--- config.mk ---
export PLATFORM = sky130hd
export DESIGN_NAME = host_to_vram_transfer_addressing
export DESIGN_NICKNAME = d
export VERILOG_FILES = /design/src/hdl/hvta_pkg.sv /design/src/hdl/host_to_vram_transfer_addressing.sv
export SDC_FILE = /design/constraint.sdc
export NUM_CORES = 1
export LEC_CHECK = 0
export CAP_MARGIN = 30
export CORE_ASPECT_RATIO = 1.1
export CORE_MARGIN = 2
export CORE_UTILIZATION = 67
export CTS_BUF_LIST = sky130_fd_sc_hd__clkbuf_4 sky130_fd_sc_hd__clkbuf_8
export CTS_CLUSTER_DIAMETER = 60
export DETAILED_ROUTE_END_ITERATION = 10
export DONT_BUFFER_PORTS = 1
export PLACE_DENSITY = 0.81
export SLEW_MARGIN = 40
export SYNTH_ARGS = -nofsm -noshare
export SYNTH_HDL_FRONTEND = slang
export SYNTH_SLANG_ARGS = --single-unit
export TNS_END_PERCENT = 10
--- constraint.sdc ---
create_clock -name clk -period 7.92 [get_ports clk]
set_clock_uncertainty 0.1 [all_clocks]
set_input_delay 1.584 -clock clk [delete_from_list [all_inputs] [get_ports clk]]
set_output_delay 1.584 -clock clk [all_outputs]
set_load 0.005 [all_outputs]
--- src/hdl/hvta_pkg.sv ---
// Shared constants and types for the host to video memory transfer address generator.
package hvta_pkg;

  // Default geometry of the coordinate space and of the video memory address.
  localparam int COORD_WRAP_DEF     = 2048;
  localparam int VRAM_ADDR_BITS_DEF = 20;

  // Field widths.
  localparam int DATA_W      = 64;
  localparam int PIXEL_W     = 32;
  localparam int WADDR_W     = 20;
  localparam int BASE_W      = 14;
  localparam int ROW_W       = 6;
  localparam int ORIGIN_W    = 11;
  localparam int AREA_W      = 12;
  localparam int OUT_TDATA_W = 56;
  localparam int CFG_ADDR_W  = 5;
  localparam int CFG_DATA_W  = 32;

  // Log2 of the number of words in one base or row unit.
  localparam int UNIT_SHIFT = 6;

  // Command codes carried on the input tuser.
  typedef enum logic {
    CMD_START = 1'b0,
    CMD_DATA  = 1'b1
  } cmd_t;

  // Configuration register indexes (byte address divided by four).
  typedef enum logic [2:0] {
    REG_DEST_BASE      = 3'd0,
    REG_DEST_ROW_WIDTH = 3'd1,
    REG_RECT_ORIGIN_X  = 3'd2,
    REG_RECT_ORIGIN_Y  = 3'd3,
    REG_AREA_WIDTH     = 3'd4,
    REG_AREA_HEIGHT    = 3'd5
  } reg_idx_t;

endpackage

--- src/hdl/host_to_vram_transfer_addressing.sv ---
// Top level of the host to video memory rectangular transfer address generator.
//
// Usage: program the destination base, row width, rectangle origin and size
// over the APB port while the block is idle. On the slave stream, tuser = 0
// starts a transfer at the rectangle origin (tdata ignored, no result) and
// tuser = 1 carries a 64-bit word of two 32-bit pixels. Each word of an active
// transfer gives two pixel writes on the master stream, low half first; the
// final write of a word carries tlast. A word that ends the rectangle on its
// low half gives only that write. A word outside a transfer gives one result
// with the reject flag set.
// A word is accepted into the input register and its result is presented from the output register.
// Throughput: the master side carries one write per cycle, unless stalled, into a single
// memory port, so a word with two writes holds the input register for both, while a word with
// one write, or a start command, frees it on its first step.
// The input register frees in the cycle its last write moves to the output
// register, so a new word is accepted while the previous result waits.
// Reset clears the cursor, the busy flag, the configuration registers and
// both stream stages. A stalled master side holds its result and, once the
// input register holds a data word, holds the slave side off through tready.
module host_to_vram_transfer_addressing #(
  parameter int COORD_WRAP          = hvta_pkg::COORD_WRAP_DEF,
  parameter int VRAM_WORD_ADDR_BITS = hvta_pkg::VRAM_ADDR_BITS_DEF
) (
  input  logic                                clk,
  input  logic                                rst,
  // Configuration port
  input  logic                                psel,
  input  logic                                penable,
  input  logic                                pwrite,
  input  logic [hvta_pkg::CFG_ADDR_W-1:0]     paddr,
  input  logic [hvta_pkg::CFG_DATA_W-1:0]     pwdata,
  output logic [hvta_pkg::CFG_DATA_W-1:0]     prdata,
  output logic                                pready,
  // Input stream
  input  logic                                s_tvalid,
  output logic                                s_tready,
  input  logic [hvta_pkg::DATA_W-1:0]         s_tdata,   // data_word
  input  logic                                s_tuser,   // command
  // Output stream
  output logic                                m_tvalid,
  input  logic                                m_tready,
  output logic [hvta_pkg::OUT_TDATA_W-1:0]    m_tdata,   // write_address, pixel_value, zeros
  output logic [1:0]                          m_tuser,   // status, transfer_done
  output logic                                m_tlast
);

  // Cursor width covers the wrap point and the farthest rectangle edge.
  localparam int EDGE_W  = hvta_pkg::ORIGIN_W + 2;
  localparam int WRAP_W  = $clog2(COORD_WRAP + 1);
  localparam int CUR_W   = (WRAP_W > EDGE_W) ? WRAP_W : EDGE_W;
  localparam int PROD_W  = CUR_W + hvta_pkg::ROW_W;
  localparam int SUM_W   = PROD_W + hvta_pkg::UNIT_SHIFT + 2;
  localparam int MASK_W  = (VRAM_WORD_ADDR_BITS < SUM_W) ? VRAM_WORD_ADDR_BITS : SUM_W;
  localparam logic [CUR_W-1:0] WRAP_VAL = CUR_W'(COORD_WRAP);
  localparam logic [SUM_W-1:0] ADDR_MASK = SUM_W'((64'(1) << MASK_W) - 64'(1));

  // Configuration registers
  logic [hvta_pkg::BASE_W-1:0]   dest_base;
  logic [hvta_pkg::ROW_W-1:0]    dest_row_width;
  logic [hvta_pkg::ORIGIN_W-1:0] rect_origin_x;
  logic [hvta_pkg::ORIGIN_W-1:0] rect_origin_y;
  logic [hvta_pkg::AREA_W-1:0]   area_width;
  logic [hvta_pkg::AREA_W-1:0]   area_height;

  // Cursor state
  logic [CUR_W-1:0] cursor_x, cursor_x_next;
  logic [CUR_W-1:0] cursor_y, cursor_y_next;
  logic             busy, busy_next;

  // Input register
  logic                        hold_valid;
  logic                        hold_cmd;
  logic [hvta_pkg::DATA_W-1:0] hold_data;
  logic                        hold_half;

  // Step signals
  logic                          out_free;
  logic                          step_en;
  logic                          item_finish;
  logic                          is_start;
  logic                          step_done;
  logic [CUR_W-1:0]              x_inc, y_inc, end_x, end_y;
  logic [PROD_W-1:0]             row_prod;
  logic [SUM_W-1:0]              addr_sum;
  logic [hvta_pkg::WADDR_W-1:0]  res_addr;
  logic [hvta_pkg::PIXEL_W-1:0]  res_pixel;
  logic                          res_status;
  logic                          res_last;
  logic [2:0]                    cfg_idx;
  logic                          cfg_write;

  // APB decode and read-back
  assign pready    = 1'b1;
  assign cfg_idx   = paddr[4:2];
  assign cfg_write = psel && penable && pwrite && pready;

  always_comb begin
    prdata = '0;
    unique case (cfg_idx)
      hvta_pkg::REG_DEST_BASE:      prdata = hvta_pkg::CFG_DATA_W'(dest_base);
      hvta_pkg::REG_DEST_ROW_WIDTH: prdata = hvta_pkg::CFG_DATA_W'(dest_row_width);
      hvta_pkg::REG_RECT_ORIGIN_X:  prdata = hvta_pkg::CFG_DATA_W'(rect_origin_x);
      hvta_pkg::REG_RECT_ORIGIN_Y:  prdata = hvta_pkg::CFG_DATA_W'(rect_origin_y);
      hvta_pkg::REG_AREA_WIDTH:     prdata = hvta_pkg::CFG_DATA_W'(area_width);
      hvta_pkg::REG_AREA_HEIGHT:    prdata = hvta_pkg::CFG_DATA_W'(area_height);
      default:                      prdata = '0;
    endcase
  end

  always_ff @(posedge clk) begin
    if (rst) begin
      dest_base      <= '0;
      dest_row_width <= '0;
      rect_origin_x  <= '0;
      rect_origin_y  <= '0;
      area_width     <= '0;
      area_height    <= '0;
    end else if (cfg_write) begin
      unique case (cfg_idx)
        hvta_pkg::REG_DEST_BASE:      dest_base      <= pwdata[hvta_pkg::BASE_W-1:0];
        hvta_pkg::REG_DEST_ROW_WIDTH: dest_row_width <= pwdata[hvta_pkg::ROW_W-1:0];
        hvta_pkg::REG_RECT_ORIGIN_X:  rect_origin_x  <= pwdata[hvta_pkg::ORIGIN_W-1:0];
        hvta_pkg::REG_RECT_ORIGIN_Y:  rect_origin_y  <= pwdata[hvta_pkg::ORIGIN_W-1:0];
        hvta_pkg::REG_AREA_WIDTH:     area_width     <= pwdata[hvta_pkg::AREA_W-1:0];
        hvta_pkg::REG_AREA_HEIGHT:    area_height    <= pwdata[hvta_pkg::AREA_W-1:0];
        default: ;
      endcase
    end
  end

  // Handshake control: a start needs no output slot, a write needs a free one.
  assign out_free    = !m_tvalid || m_tready;
  assign is_start    = (hold_cmd == hvta_pkg::CMD_START);
  assign step_en     = hold_valid && (is_start || out_free);
  assign item_finish = step_en && (is_start || !busy || hold_half || step_done);
  assign s_tready    = !hold_valid || item_finish;

  // Address of the current cursor position, wrapped to the memory size.
  assign row_prod = PROD_W'(cursor_y) * PROD_W'(dest_row_width);
  assign addr_sum = (SUM_W'(dest_base) << hvta_pkg::UNIT_SHIFT)
                  + (SUM_W'(row_prod) << hvta_pkg::UNIT_SHIFT)
                  + SUM_W'(cursor_x);

  // Cursor advance for one pixel.
  assign x_inc = cursor_x + CUR_W'(1);
  assign y_inc = cursor_y + CUR_W'(1);
  assign end_x = CUR_W'(rect_origin_x) + CUR_W'(area_width);
  assign end_y = CUR_W'(rect_origin_y) + CUR_W'(area_height);

  always_comb begin
    cursor_x_next = cursor_x;
    cursor_y_next = cursor_y;
    busy_next     = busy;
    step_done     = 1'b0;
    if (is_start) begin
      cursor_x_next = CUR_W'(rect_origin_x);
      cursor_y_next = CUR_W'(rect_origin_y);
      busy_next     = 1'b1;
    end else if (busy) begin
      if (x_inc == WRAP_VAL) begin
        cursor_x_next = '0;
      end else if (x_inc >= end_x) begin
        cursor_x_next = CUR_W'(rect_origin_x);
        if (y_inc == WRAP_VAL) begin
          cursor_y_next = '0;
        end else if (y_inc >= end_y) begin
          cursor_y_next = y_inc;
          busy_next     = 1'b0;
          step_done     = 1'b1;
        end else begin
          cursor_y_next = y_inc;
        end
      end else begin
        cursor_x_next = x_inc;
      end
    end
  end

  // Result fields for the current half, or a reject when no transfer runs.
  always_comb begin
    if (busy) begin
      res_addr   = hvta_pkg::WADDR_W'(addr_sum & ADDR_MASK);
      res_pixel  = hold_half ? hold_data[2*hvta_pkg::PIXEL_W-1:hvta_pkg::PIXEL_W]
                             : hold_data[hvta_pkg::PIXEL_W-1:0];
      res_status = 1'b0;
      res_last   = hold_half || step_done;
    end else begin
      res_addr   = '0;
      res_pixel  = '0;
      res_status = 1'b1;
      res_last   = 1'b1;
    end
  end

  // Input register and cursor state.
  always_ff @(posedge clk) begin
    if (rst) begin
      hold_valid <= 1'b0;
      hold_half  <= 1'b0;
      cursor_x   <= '0;
      cursor_y   <= '0;
      busy       <= 1'b0;
    end else begin
      if (step_en) begin
        cursor_x <= cursor_x_next;
        cursor_y <= cursor_y_next;
        busy     <= busy_next;
      end
      if (s_tvalid && s_tready) begin
        hold_valid <= 1'b1;
        hold_half  <= 1'b0;
      end else if (item_finish) begin
        hold_valid <= 1'b0;
        hold_half  <= 1'b0;
      end else if (step_en) begin
        hold_half  <= 1'b1;
      end
    end
  end

  always_ff @(posedge clk) begin
    if (s_tvalid && s_tready) begin
      hold_cmd  <= s_tuser;
      hold_data <= s_tdata;
    end
  end

  // Output register: loaded with one write per data step, held while stalled.
  always_ff @(posedge clk) begin
    if (rst) begin
      m_tvalid <= 1'b0;
    end else if (step_en && !is_start) begin
      m_tvalid <= 1'b1;
    end else if (m_tready) begin
      m_tvalid <= 1'b0;
    end
  end

  always_ff @(posedge clk) begin
    if (step_en && !is_start) begin
      m_tdata <= {(hvta_pkg::OUT_TDATA_W - hvta_pkg::PIXEL_W - hvta_pkg::WADDR_W)'(0),
                  res_pixel, res_addr};
      m_tuser <= {step_done, res_status};
      m_tlast <= res_last;
    end
  end

endmodule

==> out/results.ini <==
[run_status]
status=complete, no violations

[critical_path]
end_kind=output port
critPathLaunchType=flip-flop
cp_slowest_cell=dfxtp_1
crit_arrival_ns=4.64
cp.required_ns=6.24
cp_common_cell=o21ai_0
cp_max_fo=5
reg2reg_slack_ns=1.83
crit_chain=ha_1, a21o_1, a21oi_1, nor2b_1, o41ai_1, o21ai_0, o41ai_1, xor2_1, ha_1, and4_1, nand2_1, o21ai_0, nand3_1, o21ai_0, and2_1
critPathKind=reg2out
max_stage_delay_ns=0.43

[logic_synthesis]
ys_seq_area_share_pct=40.3
yosysWarningCount=0
synth_cells=1400
ys_types=78
synth.top_cell.area_share_pct=26.3
ys.flop_type=edfxtp_1
ys_seq_elements=216
syn_area_per_cell_sq_um=9.79
synth_top_area_cell=edfxtp_1
netlist_top_cells_area=edfxtp_1 26%, dfxtp_1 14%, ha_1 7.7%
synth_area_sq_um=13700
synthMuxAreaShare_pct=7.08
synth-simple-area-share_pct=16.3
synth_edf_count=120
synth_compound_area_share_pct=11.2
synth_top_family_by_area=simple AND/OR/NAND/NOR gates
synthAdderAreaFrac_pct=14.5
synth_xor_area_share_pct=4.15
ys_async_sr_fraction_pct=0

[finish]
final_layout_size_suffix_gt1_share_pct=7.81
antenna_cells=0
layout.nets=1620
synthToLayoutAreaGrowth_pct=5.84
fin_cells=1660

[cts]
cts-resized-gates=0
clk_latency_ns=0.55
cts-root-buf=clkbuf_8
cts_tree=done
clk_path_buf_depth=3
clock_sink_count=216
post_cts_buffers=0
cts_hold_buffers=0
clk_pin_slew_ns=0.07
cts-buffers-inserted=36
cts-htree-levels=2

[pwr]
internal_power_mw=1.84
switchingPower_mw=0.601
combinationalPowerShare_pct=6.8
p_sw_share_pct=24.6
p_per_area_nw_per_um2=168
p_clk_share_pct=41.6
ir_worst_vdd_v=0.000152
p_seq_share_pct=51.7
p_leak_nw=5.58
total_power_mw=2.44

[sta]
slew_violations=0
setup_viol=0
final_hold_viol_count=0
final.period_utilization_pct=79.9
whs_ns=0.345
setup_slack_ns=1.59
min_period_ns=6.33
rsz0062_at_grt=false
fin_setup_tns_ns=0
slew_headroom_pct=43.3
fmax_mhz=158
worstMarginPinSlew_ns=0.850

[die]
die_x_um=140
core_area_sq_um=19900
io_pins=203
die_h_um=154
die_area_sq_um=21600
initial_core_util_pct=68.8
rows=54

[placed_design]
place_inst=1594
hpwl_mm=23.7
place_ws_ns=1.90
io_buffers=0
gp_congestion=0.947

[job]
cap_violations=0

[route]
post_drt_wl_per_cell_um=19.4
drt-initial-drc-count=705
wl_mm=32.2
vias_per_cell=6.17
num_vias=10200
detail-route-antenna-nets=0
drt_drc_violations_left=0
drt-pass1-iter-count=5

[global_route]
grt_pass1_wl_mm=50.7
grt_max_degree=100
grt.total_usage_pct=29.4
antenna_found_initial=0
grt_pass1_vias=9858
overflow=0

[hold_path]
min-delay-path-class=reg2reg

==> cells by family (layout without fill, tap and decap cells) <==
logic type / after synthesis / count (layout)
other: 2 / 23
buffers and inverters: 200 / 187
AO/OA/AOI/OAI: 231 / 231
multiplexers: 96 / 96
flip-flops: 216 / 216
XOR/XNOR: 65 / 65
AND/OR/NAND/NOR: 459 / 459
adder cells (fa/ha/maj): 131 / 131
==> through the flow <==
stage	util [%]	cell area, sq um
2_1_floorplan	-	13800
5_1_grt	72.8	14500
4_1_cts	72.8	14500
3_5_place_dp	69.0	13700
6_report	72.8	14500
3_3_place_gp	68.9	13700
==> final timing paths <==
check                                    end  cells after the start               from
worst max-delay path                s_tready                     15   rect_origin_y[1]
worst min-delay path            cursor_x[12]                      2       cursor_x[12]
worst max register to register   m_tdata[19]                     22  dest_row_width[2]
worst min register to register  cursor_x[12]                      2       cursor_x[12]
==> power by group through the flow <==
stage          Sequential, mW  Combinational [mW]  Clock (mW)
6_report                 1.26               0.165        1.02
5_1_grt                  1.27               0.182        1.08
4_1_cts                  1.26               0.164        1.03
3_5_place_dp             1.29               0.162           0
3_3_place_gp             1.28               0.158           0
2_1_floorplan            1.27               0.151           0
==> worst max-delay path, delay by kind of cell, from the launching register on <==
kind	cells	cell delay, ns
AOI/OAI and AO/OA	7	2.09
and+or+nand+nor	5	0.86
adders and majority gates	2	0.57
DFF	1	0.43
xor gates and xnor gates	1	0.13
==> final cells by class <==
cell class	count	area [sq um]
flip-flops and latches	216	5530
multi-input cells	1005	7420
clock buffers	53	673
inverters	112	420
clock inverters	13	82.6
repair buffers	9	67.6
well taps	252	315
fillers	1418	5430
==> state kept, by name, indices dropped and copies added (netlist names) <==
| signal | cells |
|---|---|
| area_height | 12 |
| area_width | 12 |
| busy | 1 |
| cursor_x | 13 |
| cursor_y | 13 |
| dest_base | 14 |
| dest_row_width | 6 |
| hold_cmd | 1 |
| hold_data | 64 |
| hold_half | 1 |
| hold_valid | 1 |
| m_tdata | 52 |
| m_tlast | 1 |
| m_tuser | 2 |
| m_tvalid | 1 |
| rect_origin_x | 11 |
| rect_origin_y | 11 |
==> cells in the final DEF (no fill, tap or decap), types with 25 or more instances in the layout <==
cell      instances
xor2_1           30
fa_1             47
ha_1             84
o21ai_0          25
nand2_1         114
nand3_1          27
nor2_1          148
inv_1           111
edfxtp_1        120
a21oi_1          87
mux2i_1          89
xnor2_1          35
dfxtp_1          95
and2_1           54
clkbuf_8         44
==> synthesized netlist by cell type, types with 10 or more instances <==
cell,n
a21oi_1,87
ha_1,84
buf_4,25
buf_1,11
nand4_1,14
and2_1,54
edfxtp_1,120
and3_1,12
nand3_1,27
xnor2_1,35
dfxtp_1,96
nor2b_1,14
mux2i_1,89
o21ai_0,25
inv_1,112
fa_1,47
a211oi_1,10
nand2_1,114
nand2b_1,11
clkbuf_1,41
xor2_1,30
nor3_1,23
nor2_1,149
==> metal layers <==
metal / wire, um / track usage, % / vias up
li1: - / - / 4809
met1: 12700 / 36.9 / 4829
met4: 1320 / 12.4 / 0
met5: 0 / 0 / -
met3: 2840 / 6.48 / 98
met2: 15400 / 49.3 / 498
(Power assumes the default switching activity.)
